`src/sv/gcd_pkg.sv`:
```
`default_nettype none

package gcd_pkg;

    // List sizing.
    localparam int MAX_LINKS = 256;
    localparam int ADDR_W    = $clog2(MAX_LINKS);
    localparam int CNT_W     = $clog2(MAX_LINKS + 1);
    localparam int MISM_W    = $clog2(2 * MAX_LINKS + 1);

    // Field widths.
    localparam int CMD_W      = 2;
    localparam int INNOV_W    = 16;
    localparam int WEIGHT_W   = 32;
    localparam int COEFF_W    = 16;
    localparam int DIST_W     = 48;
    localparam int MISM_OUT_W = 10;
    localparam int CFG_IDX_W  = 1;

    // Datapath widths of the merge and the final scaling.
    localparam int ABS_W   = WEIGHT_W + 1;
    localparam int WSUM_W  = WEIGHT_W + CNT_W;
    localparam int WHI_W   = WSUM_W - WEIGHT_W;
    localparam int PA_W    = COEFF_W + WEIGHT_W;
    localparam int PB_W    = COEFF_W + WHI_W;
    localparam int PG_W    = COEFF_W + MISM_W;
    localparam int ACC_W   = PA_W + 1;
    localparam int TOT_RAW = PA_W + WHI_W + 1;
    localparam int TOT_W   = (TOT_RAW > DIST_W + 9) ? TOT_RAW : DIST_W + 9;

    // Front-to-back queue depth.
    localparam int QDEPTH = 4;
    localparam int QPTR_W = $clog2(QDEPTH);
    localparam int QCNT_W = $clog2(QDEPTH + 1);

    // Command codes on the input port.
    localparam logic [CMD_W-1:0] CMD_LOAD_FIRST  = 2'd0;
    localparam logic [CMD_W-1:0] CMD_LOAD_SECOND = 2'd1;
    localparam logic [CMD_W-1:0] CMD_COMPUTE     = 2'd2;

    // Configuration register indexes.
    localparam logic [CFG_IDX_W-1:0] CFG_GENE_COEFF   = 1'b0;
    localparam logic [CFG_IDX_W-1:0] CFG_WEIGHT_COEFF = 1'b1;

    localparam logic [COEFF_W-1:0] COEFF_RESET = 16'd256;

    // Operations handed from the front to the back.
    typedef enum logic [1:0] {
        OP_LOAD_A,
        OP_LOAD_B,
        OP_COMPUTE
    } op_t;

    typedef struct packed {
        op_t                 op;
        logic [INNOV_W-1:0]  innov;
        logic [WEIGHT_W-1:0] weight;
    } q_item_t;

    typedef struct packed {
        logic [INNOV_W-1:0]  innov;
        logic [WEIGHT_W-1:0] weight;
    } link_t;

    typedef struct packed {
        logic [COEFF_W-1:0] gene;
        logic [COEFF_W-1:0] weight;
    } coeff_t;

    typedef struct packed {
        logic [DIST_W-1:0]     distance;
        logic [MISM_OUT_W-1:0] mismatches;
        logic                  overflowed;
    } res_t;

    // Clamp the mismatch count to the width of the result field.
    function automatic logic [MISM_OUT_W-1:0] sat_mism(input logic [MISM_W-1:0] m);
        logic [MISM_W+MISM_OUT_W-1:0] ext;
        ext = {{MISM_OUT_W{1'b0}}, m};
        if (ext > (MISM_W + MISM_OUT_W)'((1 << MISM_OUT_W) - 1))
        begin
            return '1;
        end
        return ext[MISM_OUT_W-1:0];
    endfunction

endpackage

`default_nettype wire

```
`src/sv/gcd_front.sv`:
```
`default_nettype none

module gcd_front (
    input  wire logic                         clk,
    input  wire logic                         rst_n,
    input  wire logic                         push,
    output logic                              full,
    input  wire logic [gcd_pkg::CMD_W-1:0]    cmd,
    input  wire logic [gcd_pkg::INNOV_W-1:0]  link_innov,
    input  wire logic [gcd_pkg::WEIGHT_W-1:0] link_weight,
    output logic                              q_valid,
    output gcd_pkg::q_item_t                  q_item,
    input  wire logic                         q_pop
);
    import gcd_pkg::*;

    q_item_t             entry_reg [QDEPTH];
    logic [QPTR_W-1:0]   wr_ptr_reg, wr_ptr_next;
    logic [QPTR_W-1:0]   rd_ptr_reg, rd_ptr_next;
    logic [QCNT_W-1:0]   count_reg, count_next;
    logic                keep;
    op_t                 op;
    logic                do_push;
    logic                do_pop;

    // Decode the command; the unused code is dropped here.
    always_comb
    begin
        keep = 1'b1;
        op   = OP_COMPUTE;
        unique case (cmd)
            CMD_LOAD_FIRST:  op = OP_LOAD_A;
            CMD_LOAD_SECOND: op = OP_LOAD_B;
            CMD_COMPUTE:     op = OP_COMPUTE;
            default:         keep = 1'b0;
        endcase
    end

    assign full    = (count_reg == QCNT_W'(QDEPTH));
    assign q_valid = (count_reg != '0);
    assign q_item  = entry_reg[rd_ptr_reg];
    assign do_push = push && !full && keep;
    assign do_pop  = q_pop && q_valid;

    // Queue pointers and fill count.
    always_comb
    begin
        wr_ptr_next = do_push ? wr_ptr_reg + QPTR_W'(1) : wr_ptr_reg;
        rd_ptr_next = do_pop ? rd_ptr_reg + QPTR_W'(1) : rd_ptr_reg;
        count_next  = count_reg;
        if (do_push && !do_pop)
        begin
            count_next = count_reg + QCNT_W'(1);
        end
        else if (!do_push && do_pop)
        begin
            count_next = count_reg - QCNT_W'(1);
        end
    end

    always_ff @(posedge clk or negedge rst_n)
    begin
        if (!rst_n)
        begin
            wr_ptr_reg <= '0;
            rd_ptr_reg <= '0;
            count_reg  <= '0;
        end
        else
        begin
            wr_ptr_reg <= wr_ptr_next;
            rd_ptr_reg <= rd_ptr_next;
            count_reg  <= count_next;
        end
    end

    // Queue storage.
    always_ff @(posedge clk)
    begin
        if (do_push)
        begin
            entry_reg[wr_ptr_reg] <= '{op: op, innov: link_innov, weight: link_weight};
        end
    end

endmodule

`default_nettype wire

```
`config.mk`:
```
export PLATFORM = sky130hd
export DESIGN_NAME = gcd_front
export DESIGN_NICKNAME = d
export VERILOG_FILES = /design/src/sv/gcd_pkg.sv /design/src/sv/gcd_front.sv
export SDC_FILE = /design/constraint.sdc
export NUM_CORES = 1
export LEC_CHECK = 0
export BUFFER_PORTS_ARGS = -buffer_cell sky130_fd_sc_hd__clkbuf_2
export CORE_MARGIN = 1.5
export CORE_UTILIZATION = 55
export DETAILED_ROUTE_END_ITERATION = 7
export GPL_TIMING_DRIVEN = 0
export PLACE_DENSITY = 0.79
export SYNTH_ARGS = -nofsm -noshare
export SYNTH_HDL_FRONTEND = slang
export SYNTH_SLANG_ARGS = --single-unit
```
`constraint.sdc`:
```
create_clock -name clk -period 4.25 [get_ports clk]
set_clock_uncertainty 0.2 [all_clocks]
set_input_delay 0.425 -clock clk [delete_from_list [all_inputs] [get_ports clk]]
set_output_delay 0.425 -clock clk [all_outputs]
set_load 0.005 [all_outputs]
```
* After elaboration in Yosys (flattened, before gate mapping) *
Memory sizes are Yosys's and may differ from the RTL's.
Index checks and enable logic that the tools add are counted.

word-level totals
  register bits after elaboration = 7
  latch bits = 0
  bits in writable memories = 200
  ROM bits = 0
  input bits = 54
  output and inout port bits = 52
  word-level logic and storage cells = 29
  memories kept = 1

operators by class
  add/subtract/negate cells = 4
  multipliers = 0
  div/mod/pow operators = 0
  order comparisons = 0
  eq/ne operators = 3
  shift-type cells = 0
  muxes and demuxes = 6
  bitwise logic cells = 0
  reductions and logical operators = 12

memory list
  name       words  width  rd ports  clocked after memory_dff  write ports  RTL line         text
  entry_reg  4      50     1         0                         1            gcd_front.sv:17  q_item_t entry_reg [QDEPTH];

operators by type and width
  kind                                                 count
  2-to-1 mux 3 bit                                     2
  logical AND 1 bit                                    5
  adder 2 x 1 -> 2 bit, second input constant          2
  one-hot mux 2 bit (2 select lines)                   1
  adder 3 x 1 -> 3 bit, second input constant          1
  equality test 3 bit, second input constant           1
  logical NOT 1 bit                                    3
  2-to-1 mux 1 bit                                     3
  nonzero test 3 bit                                   1
  OR reduction 3 bit                                   1
  subtractor 3 x 1 -> 3 bit, second input constant     1
  equality test 2 x 1 -> 1 bit, second input constant  1
  equality test 2 bit, second input constant           1
  logical NOT 2 bit                                    1
  nonzero test 2 bit                                   1

* Longest topological paths before layout *
Gate-level depths: netlist (run 1).

  word-level depth = 8
  gate-level depth with buffers = 8
  gate-level depth less buffers = 8

* Least setup slack after synthesis (run 1) *
No wires, ideal clock.

  path type = reg-to-reg
  from = register count_reg[2]
  to = memory entry_reg[0][0] in the netlist's numbering (enable)
  setup time = 0.413 ns
  data arrival time = 2.122 ns
  data required time = 3.637 ns
  path slack = 1.515 ns
  stages on the path, launching flop included = 4
  path buffers = 0
  clock period less this slack = 2.735 ns
  cells stage by stage = dfrtp_1 > nor3b_4 > a211oi_4 > and2_1

between the ends
  word-level cells in the longest chain between the ends = 6

ends and longest elaborated chain
  element                                 RTL line         text
  start: declaration                      gcd_front.sv:20  logic [QCNT_W-1:0] count_reg, count_next;
  start signal: assignment                gcd_front.sv:73  count_reg <= count_next;
  equality test 3 bit                     gcd_front.sv:39  assign full = (count_reg == QCNT_W'(QDEPTH));
  net full                                gcd_front.sv:7   output logic full,
  logical NOT 1 bit                       gcd_front.sv:42  assign do_push = push && !full && keep;
  logical AND 1 bit (2 in series)         gcd_front.sv:42
  net do_push                             gcd_front.sv:23  logic do_push;
  2-to-1 mux 1 bit                        gcd_front.sv:80  if (do_push)
  2-to-1 mux 1 bit (implied by the code)  gcd_front.sv:82  entry_reg[wr_ptr_reg] <= '{op: op, innov: link_innov, weight: link_weight};
  end: declaration                        gcd_front.sv:17

The timed path passes the listed nets, and every way through them passes these cells.

==> impl_metrics.csv, run 1 <==
group,metric,value,unit
outcome,status,"finished, final reports clean",
placement,io_buffers,105,
floorplan,fp.dieH,121,um
synthesis,avgSynthCellArea,25.7,um^2
power_and_ir_drop,irDropWorstVdd,430,uV
setup_path,endpoint_kind,"output port",
layout,nets,539,
timing,fmax,394,MHz
grt,gr-total-overflow,0,
setup_path,crit_fanout,10,
timing,fin_tns_setup,0,ns
drt,drc_errors,0,
drt,dr_total_vias,3615,
power_and_ir_drop,power_leakage,3.40,nW
timing,layout_setup_ws,1.71,ns
timing,timing.hold.ws,0.0328,ns
floorplan,die_area,14700,um^2
synthesis,syn-cell-area,7670,um^2
timing,finalCritPeriodShare,0.597,
layout,final_common_cell,"edfxtp_1",
setup_path,critPathLaunchType,"flip-flop",
power_and_ir_drop,total_power,0.00617,W
floorplan,ios,106,
timing,finalHoldViolCount,0,
cts,clock_latency,0.46,ns
grt,grt_pass1_wl,20500,um
placement,dp_hpwl,7990,um
placement,pre_cts_ws,1.81,ns
floorplan,initial_core_util,0.570,
setup_path,cp.required,3.62,ns
drt,drt_iter0_drc,248,
flow_run,maxCapViolCount,0,
layout,largest_register_ffs,200,
timing,tightest_slew,0.609,ns
cts,htree_levels,1,
drt,wl_per_cell,19.6,um
setup_path,crit_type,"flip-flop to output port",
timing,post-route-min-period,2.54,ns
synthesis,syn_nets,359,
cts,cts.sink_count,207,
grt,grt_max_degree,32,
timing,maxSlewViolCount,0,
cts,post_cts_buffers,0,
drt,drtAntennaViolNets,0,
synthesis,ys_ff_latch,207,
timing,rsz0062_at_grt,"no",
floorplan,dieWidth,121,um
layout,final_area,9660,um^2
worst_hold_path,min_path_type,"input port to flip-flop",
synthesis,yosysSeqAreaShare,0.806,
grt,track_usage,0.187,
power_and_ir_drop,power.density,639,nW/um^2
placement,gp_congestion,0.678,
drt,routed_via_density,5.40,
timing,relSlewSlack,0.594,
layout,syn_to_final_growth,25.9,%
grt,grt_pass1_vias,3968,
drt,first_pass_iters,4,
cts,cts_tree,"done",
setup_path,rr_worst_depth,4,
cts,cts_root_buffer,"clkbuf_16",
layout,diodes,0,
synthesis,yosys_warnings,0,
cts,clk_pin_slew,0.06,ns
synthesis,yosysUniqueCellTypes,22,
cts,cts_buffers,20,
setup_path,crit_arrival,1.91,ns
drt,wl,13100,um
floorplan,placementRows,42,
floorplan,coreArea,13500,um^2
grt,antenna_found_initial,0,
layout,drive_gt1_frac,0.416,
layout,most-common-layout-cells,"edfxtp_1 (200), clkbuf_2 (105), mux4_2 (50)",
cts,clockBufferDepth,3,
timing,finalSetupViolCount,0,
worst_hold_path,holdPathStages,3,
synthesis,postSynthCellCount,299,
placement,placed_cell_area,8500,um^2
what timing repair did:
action,4_1_cts,5_1_grt
hold endpoints to repair,197,0
gates resized for setup,0,0
hold buffers,49,0
through the flow:
step,instances,utilization
4_1_cts,669,0.718
3_5_place_dp,584,0.632
6_report,669,0.718
5_1_grt,669,0.718
2_1_floorplan,299,-
3_3_place_gp,580,0.626
worst max-delay path, stage by stage (launching register included):
cell	delay, ns
dfrtp_1	0.32
clkbuf_1	0.26
buf_2	0.35
mux4_2	0.38
clkbuf_2	0.13
per-layer routing:
metal	up-vias	share of wire	global-route usage
met1	1887	0.43	0.246
li1	1629	-	-
met4	0	0.010	0.0412
met3	10	0.047	0.0371
met2	89	0.51	0.329
met5	-	0	0
cell type report:
type	instances	area, um^2
repair buffers	158	1100
flip-flops and latches	207	6180
inverters	4	15.0
multi-input cells	75	1380
well taps	176	220
clock buffers	23	533
plain buffers	13	100
clock inverters	13	135
fillers	825	3790
worst paths after layout:
check	start	endpoint	slack, ns
max	rd_ptr_reg[1]	q_item[40]	1.71
min	q_pop	rd_ptr_reg[1]	0.03
max reg2reg	count_reg[2]	entry_reg[3][14]	1.84
min reg2reg	count_reg[2]	count_reg[2]	0.31
max in group asynchronous	rst_n	wr_ptr_reg[1]	3.55
min in group asynchronous	rst_n	rd_ptr_reg[1]	0.12
power by group:
| group | leakage, nW | switching, W | internal (W) |
|---|---|---|---|
| logic | 1.18 | 0.000827 | 0.000899 |
| registers | 1.91 | 0.0000928 | 0.00260 |
| clock network | 0.316 | 0.000677 | 0.00108 |
| total | 3.40 | 0.00160 | 0.00458 |
Yosys cell counts, drive strengths merged:
library cell / n / area, um^2
inv: 4 / 15.0
fa: 1 / 20.0
dfrtp: 7 / 175
buf: 11 / 92.6
mux2: 2 / 26.3
nand2: 1 / 3.75
edfxtp: 200 / 6010
xor2: 2 / 17.5
a211oi: 1 / 20.0
nor2: 1 / 3.75
nand3: 1 / 5.00
mux4: 50 / 1130
ha: 5 / 62.6
clkbuf: 2 / 7.51
or3: 1 / 6.26
nor3b: 1 / 18.8
nor2b: 1 / 6.26
xnor2: 4 / 35.0
and2: 4 / 25.0
logic make-up after synthesis:
logic type,share of synthesized area
DFF,0.806
muxes,0.150
buffers and inverters,0.0150
and+or+nand+nor,0.00897
xor gates and xnor gates,0.00685
adders and majority gates,0.0108
AOI/OAI and AO/OA,0.00261
Power figures use the tool's default switching activity.
==> run 2: changes to the inputs <==
--- a/config.mk
+++ b/config.mk
@@ -5,12 +5,13 @@
 export SDC_FILE = /design/constraint.sdc
 export NUM_CORES = 1
 export LEC_CHECK = 0
+export ABC_AREA = 1
 export BUFFER_PORTS_ARGS = -buffer_cell sky130_fd_sc_hd__clkbuf_2
 export CORE_MARGIN = 1.5
 export CORE_UTILIZATION = 55
 export DETAILED_ROUTE_END_ITERATION = 7
 export GPL_TIMING_DRIVEN = 0
-export PLACE_DENSITY = 0.79
+export PLACE_DENSITY = 0.78
 export SYNTH_ARGS = -nofsm -noshare
 export SYNTH_HDL_FRONTEND = slang
 export SYNTH_SLANG_ARGS = --single-unit
==> constraint.sdc (replaced) <==
create_clock -name clk -period 2.5 [get_ports clk]
set_clock_uncertainty 0.2 [all_clocks]
set_input_delay 0.25 -clock clk [delete_from_list [all_inputs] [get_ports clk]]
set_output_delay 0.25 -clock clk [all_outputs]
set_load 0.005 [all_outputs]
==> run 2 against run 1 <==
  * Die area increased by 11%
  * Synthesized area increased by 11%
  * Flip-flop and latch count unchanged
  * Non-clock buffer count increased by 26
  * Count of clock-buffer cells in the layout increased by 9
  * Final cell count increased by 55%
  * Clock power increased by 61%
  * First-iteration DRC count increased by 41%
  * Critical endpoint is now q_item[49]
  * Largest cell class unchanged
  * Highest routed layer unchanged
==> impl_metrics.csv, run 2 <==
group,metric,value,unit
outcome,status,"finished, final reports clean",
layout,most-common-layout-cells,"edfxtp_1 (200), nand2_1 (166), inv_1 (117)",
placement,dp_hpwl,10600,um
floorplan,dieWidth,127,um
drt,routed_via_density,5.33,
drt,wl_per_cell,17.1,um
synthesis,synthFlopType,"edfxtp_1",
setup_path,cp_slowest_cell,"dfrtp_1",
setup_path,path_buf_inv,3,
floorplan,fp.dieH,127,um
cts,clk_pin_slew,0.06,ns
floorplan,initial_core_util,0.562,
layout,diodes,0,
setup_path,r2r-start,"count_reg[0]",
synthesis,ys_top_cells_by_area,"edfxtp_1 (71%), o211ai_1 (7.9%), nand2_1 (7.4%)",
cts,cts_root_buffer,"clkbuf_16",
placement,gp_congestion,0.783,
setup_path,cp_common_cell,"nand2_1",
layout,drive_gt1_frac,0.218,
power_and_ir_drop,power.density,1090,nW/um^2
power_and_ir_drop,irDropWorstVdd,722,uV
synthesis,yosysUniqueCellTypes,18,
layout,post-route-util,0.697,
setup_path,endpoint_kind,"output port",
setup_path,crit_arrival,1.90,ns
flow_run,maxCapViolCount,0,
layout,fillers,1008,
synthesis,synth_most_common_cell,"edfxtp_1",
floorplan,placementRows,45,
floorplan,ios,106,
timing,post-route-min-period,2.35,ns
timing,finalHoldViolCount,0,
synthesis,ys_top_cells_by_count,"edfxtp_1 (200), nand2_1 (167), inv_1 (117)",
synthesis,postSynthCellCount,649,
setup_path,cp.depth,6,
timing,fmax,425,MHz
grt,grt_max_degree,28,
setup_path,crit_fanout,10,
drt,first_pass_iters,5,
grt,antenna_found_initial,0,
timing,finalSetupViolCount,0,
placement,dp.cells,946,
synthesis,synth_top_area_cell,"edfxtp_1",
synthesis,synthArstFlopShare,0.0338,
setup_path,crit_type,"flip-flop to output port",
grt,track_usage,0.223,
timing,maxSlewViolCount,0,
floorplan,coreArea,15100,um^2
cts,cts_buffers,21,
layout,multiInputGateArea,1640,um^2
setup_path,rr_worst_depth,5,
timing,finalCritPeriodShare,0.942,
cts,cts_tree,"done",
setup_path,max_stage_delay,0.42,ns
drt,wl,17700,um
power_and_ir_drop,power_leakage,4.39,nW
synthesis,syn_nets,709,
floorplan,die_area,16200,um^2
cts,htree_levels,1,
setup_path,critPathLaunchType,"flip-flop",
grt,grt_pass1_vias,5737,
worst_hold_path,min_path_type,"input port to flip-flop",
timing,fin_tns_setup,0,ns
setup_path,r2r-end,"entry_reg[1][16]",
cts,cts.sink_count,207,
synthesis,synth.top_cell.area_share,0.705,
timing,relSlewSlack,0.369,
synthesis,yosysSeqAreaShare,0.726,
layout,nets,895,
setup_path,critical_path.cell_chain,"inv_2, clkbuf_1, nand2_1, o211ai_1, nand2_1, clkbuf_2",
grt,grt_pass1_wl,27800,um
synthesis,ys_ff_latch,207,
setup_path,r2r_slack,0.16,ns
drt,drtAntennaViolNets,0,
synthesis,synth_edf_count,200,
layout,final_common_cell,"edfxtp_1",
placement,io_buffers,105,
layout,largest_register_ffs,200,
setup_path,setup.worst_path.start,"rd_ptr_reg[0]",
layout,syn_to_final_growth,23.9,%
synthesis,avgSynthCellArea,13.1,um^2
layout,register_area,6180,um^2
grt,gr-total-overflow,0,
drt,drc_errors,0,
drt,drt_iter0_drc,349,
cts,clockBufferDepth,3,
synthesis,yosys_warnings,0,
synthesis,syn-cell-area,8520,um^2
layout,layoutNonFillerInstCount,1036,
cts,clock_latency,0.49,ns
drt,dr_total_vias,5518,
setup_path,cp.required,2.05,ns
setup_path,endpoint,"q_item[49]",
setup_path,critical_path.top_delay_family,"buffers and inverters",
timing,tightest_slew,0.945,ns
## run 2: changes by cell type in the layout (fill, tap and decap cells not counted), sizes merged, moves of 6 or more
cell,before,now
nand2,1,167
inv,4,120
o211ai,0,100
mux4,50,0
buf,15,36
clkbuf,130,139
nand3,1,7
## run 2: worst min-delay path by stage
| stage | endpoint | slack, ns | start | cells after the start |
|---|---|---|---|---|
| after global placement | count_reg[2] | -0.11 | rst_n | 1 |
| after CTS | wr_ptr_reg[1] | 0.11 | cmd[0] | 5 |
| after detailed placement | count_reg[2] | -0.10 | rst_n | 1 |
| final | wr_ptr_reg[1] | 0.03 | cmd[0] | 5 |
| after global routing | wr_ptr_reg[1] | 0.07 | cmd[0] | 5 |
| after floorplan | count_reg[0] | -0.25 | rst_n | 0 |
## run 2: cell families (layout without fill, tap and decap cells)
| kind of cell | after synthesis | after routing | synth area share |
|---|---|---|---|
| DFF | 207 | 207 | 0.726 |
| and+or+nand+nor | 180 | 180 | 0.0807 |
| xor gates and xnor gates | 1 | 1 | 0.00103 |
| buffers and inverters | 153 | 352 | 0.0876 |
| AOI/OAI and AO/OA | 102 | 102 | 0.0952 |
| adders and majority gates | 6 | 6 | 0.00970 |
## run 2: what timing repair did
| action | in CTS | in global routing |
|---|---|---|
| endpoints found under the hold margin | 211 | 0 |
| hold buffers | 54 | 0 |
| buffers inserted | 0 | 0 |
| endpoints found under the setup margin | 99 | 99 |
| gates resized for setup | 1 | 3 |
## run 2: stage by stage
stage	instance area [um^2]	worst slack (ns)	power (W)	hold WS [ns]
4_1_cts	10500	0.0195	0.0116	0.112
5_1_grt	10600	-0.0181	0.0122	0.0723
6_report	10600	0.145	0.0115	0.0348
3_3_place_gp	9290	-1.30	0.00850	-0.109
3_5_place_dp	9390	-0.108	0.00870	-0.101
2_1_floorplan	8530	-0.217	0.00709	-0.246
## run 2: per-layer routing
layer	GRT usage	vias up	part of all wire
met2	0.395	188	0.52
li1	-	2622	-
met3	0.0410	30	0.066
met5	0	-	0
met4	0.0762	0	0.018
met1	0.276	2678	0.40
## run 2: cell type report
class,count,area share
clock buffers,32,0.0556
repair buffers,163,0.109
well taps,188,0.0223
multi-input cells,289,0.155
inverters,119,0.0423
flip-flops and latches,207,0.586
clock inverters,4,0.00202
plain buffers,34,0.0283
## run 2: power breakdown
group	switching, W	leakage [nW]	internal (W)
clock	0.00120	0.295	0.00161
combinational	0.00256	2.19	0.00161
sequential	0.000152	1.91	0.00440
## run 2: worst reg2reg max path, stage by stage, from the launching register on
cell     delay [ns]
dfrtp_1        0.41
inv_1          0.10
nand3_2        0.13
nand2_4        0.13
nor2_4         0.75
buf_12         0.29
==> run 3: changes to the inputs <==
--- a/config.mk
+++ b/config.mk
@@ -6,7 +6,7 @@
 export NUM_CORES = 1
 export LEC_CHECK = 0
 export ABC_AREA = 1
-export BUFFER_PORTS_ARGS = -buffer_cell sky130_fd_sc_hd__clkbuf_2
+export BUFFER_PORTS_ARGS = -buffer_cell sky130_fd_sc_hd__buf_4
 export CORE_MARGIN = 1.5
 export CORE_UTILIZATION = 55
 export DETAILED_ROUTE_END_ITERATION = 7
==> run 3 against run 2 <==
  * Worst setup slack lost 0.0088 ns
  * Critical endpoint is now entry_reg[2][23]
  * Hold slack better by 0.13 ns
  * Sequential power hardly changed
  * Maximum frequency shrank 0.37%
  * Global-route usage rose by 0.94 points
==> impl_metrics.csv, run 3 (synthesized netlist as in run 2, its figures left out) <==
group,metric,value,unit
power_and_ir_drop,power.switching,0.00405,W
floorplan,placementRows,45,
flow_run,maxCapViolCount,0,
power_and_ir_drop,power_leakage,4.51,nW
grt,gr-total-overflow,0,
grt,track_usage,0.232,
placement,gp_congestion,0.771,
timing,rsz0062_at_grt,"no",
drt,dr_total_vias,5696,
power_and_ir_drop,swShare,0.334,
setup_path,crit_type,"flip-flop to flip-flop",
layout,largest_register_ffs,200,
cts,cts_tree,"done",
power_and_ir_drop,power.clock.fraction,0.240,
setup_path,cp_slowest_cell,"nor2_4",
layout,final_area,10900,um^2
drt,met1Wirelength,7360,um
setup_path,crit_arrival,2.36,ns
placement,placed_cell_area,9720,um^2
grt,grt_pass1_wl,28900,um
power_and_ir_drop,seq_power_share,0.376,
setup_path,critical_path.cell_chain,"inv_1, nand3_1, nand2_4, nor2_4, buf_12, buf_16",
drt,top_layer,"met4",
drt,drt_iter0_drc,341,
outcome,status,"finished, final reports clean",
timing,post-route-min-period,2.36,ns
drt,wl,18800,um
grt,grt_max_degree,29,
setup_path,cp.required,2.50,ns
setup_path,r2r-start,"count_reg[0]",
power_and_ir_drop,irDropWorstVdd,712,uV
timing,relSlewSlack,0.515,
cts,clockBufferDepth,3,
drt,drtAntennaViolNets,0,
layout,most-common-layout-cells,"edfxtp_1 (200), nand2_1 (166), inv_1 (117)",
setup_path,critPathLaunchType,"flip-flop",
setup_path,r2r-end,"entry_reg[2][23]",
setup_path,max_stage_delay,0.45,ns
cts,cts_root_buffer,"clkbuf_16",
timing,finalHoldViolCount,0,
layout,drive_gt1_frac,0.224,
setup_path,crit_fanout,21,
layout,layoutNonFillerInstCount,1045,
worst_hold_path,holdPathStages,6,
floorplan,initial_core_util,0.562,
floorplan,die_area,16200,um^2
floorplan,dieWidth,127,um
drt,drc_errors,0,
drt,wl_per_cell,18.0,um
grt,antenna_found_initial,1,
drt,wl_met2,9730,um
cts,clock_latency,0.49,ns
timing,finalSetupViolCount,0,
timing,tightest_slew,0.727,ns
power_and_ir_drop,comb_power_share,0.383,
layout,fillers,977,
drt,wl_met3,1270,um
floorplan,coreArea,15100,um^2
worst_hold_path,hold_end,"wr_ptr_reg[0]",
worst_hold_path,worstHoldStart,"push",
cts,cts_buffers,22,
setup_path,rr_worst_depth,6,
timing,finalCritPeriodShare,0.945,
floorplan,ios,106,
layout,nets,900,
floorplan,fp.dieH,127,um
worst_hold_path,min_path_type,"input port to flip-flop",
layout,final_common_cell,"edfxtp_1",
setup_path,r2r_slack,0.14,ns
drt,routed_via_density,5.45,
timing,fmax,423,MHz
placement,io_buffers,105,
setup_path,endpoint_kind,"flip-flop",
cts,cts.sink_count,207,
cts,htree_levels,1,
drt,first_pass_iters,4,
timing,maxSlewViolCount,0,
placement,dp_hpwl,11300,um
grt,grt_pass1_vias,5822,
layout,syn_to_final_growth,28.4,%
power_and_ir_drop,p_int,0.00806,W
placement,dp.cells,949,
power_and_ir_drop,power.density,1110,nW/um^2
cts,clk_pin_slew,0.06,ns
## run 3: metrics by stage
stage	power [W]	TNS [ns]	hold slack, ns	setup WS [ns]	utilization
6_report	0.0121	0	0.164	0.137	0.722
2_1_floorplan	0.00709	-43.45	-0.246	-0.217	-
5_1_grt	0.0127	0	0.190	0.0334	0.722
4_1_cts	0.0121	0	0.139	0.0423	0.721
3_5_place_dp	0.00914	-0.574	-0.132	-0.0229	0.642
3_3_place_gp	0.00887	-260.72	-0.136	-1.31	0.630
## run 3: timing repair
| item | 4_1_cts | 5_1_grt |
|---|---|---|
| setup endpoints to repair | 28 | 29 |
| endpoints found under the hold margin | 211 | 0 |
| setup buffers | 0 | 0 |
| pin swaps | 0 | 1 |
| hold buffers | 54 | 0 |
| gates resized for setup | 1 | 4 |
| cloned | 0 | 1 |
## run 3: layer usage
metal / GRT usage / vias up
met4: 0.0769 / 0
met3: 0.0431 / 44
met2: 0.425 / 216
li1: - / 2634
met1: 0.276 / 2802
met5: 0 / -
## run 3: worst max-delay path by stage
stage,end,cells after the start,start,slack (ns)
6_report,entry_reg[2][23],6,count_reg[0],0.14
2_1_floorplan,entry_reg[0][0],4,count_reg[0],-0.22
4_1_cts,q_item[49],6,rd_ptr_reg[0],0.04
3_3_place_gp,entry_reg[0][14],4,count_reg[0],-1.31
5_1_grt,entry_reg[2][17],6,count_reg[0],0.03
3_5_place_dp,entry_reg[0][14],5,count_reg[0],-0.02
## run 3: final cells by class
cell class	count	area, um^2	share of cell area
tap	188	235	0.0215
buffer	34	300	0.0275
antenna	1	2.50	0.000229
clock buffer	26	587	0.0537
inverter	119	447	0.0408
timing repair buffer	166	1480	0.136
multi-input combinational	290	1640	0.150
sequential	207	6180	0.565
clock inverter	14	63.8	0.00583
## run 3: power by group through the flow
stage / Combinational, W / Clock, W / Sequential, W
floorplan: 0.00249 / 0 / 0.00460
global placement: 0.00423 / 0 / 0.00463
detailed placement: 0.00452 / 0 / 0.00462
CTS: 0.00461 / 0.00296 / 0.00455
global route: 0.00503 / 0.00309 / 0.00460
finish: 0.00464 / 0.00291 / 0.00456
## run 3: worst max-delay path, delay by kind of cell (launching register included)
family                 cells  cell delay, ns
DFF                        1            0.44
buffers and inverters      3            0.55
and+or+nand+nor            3            0.87
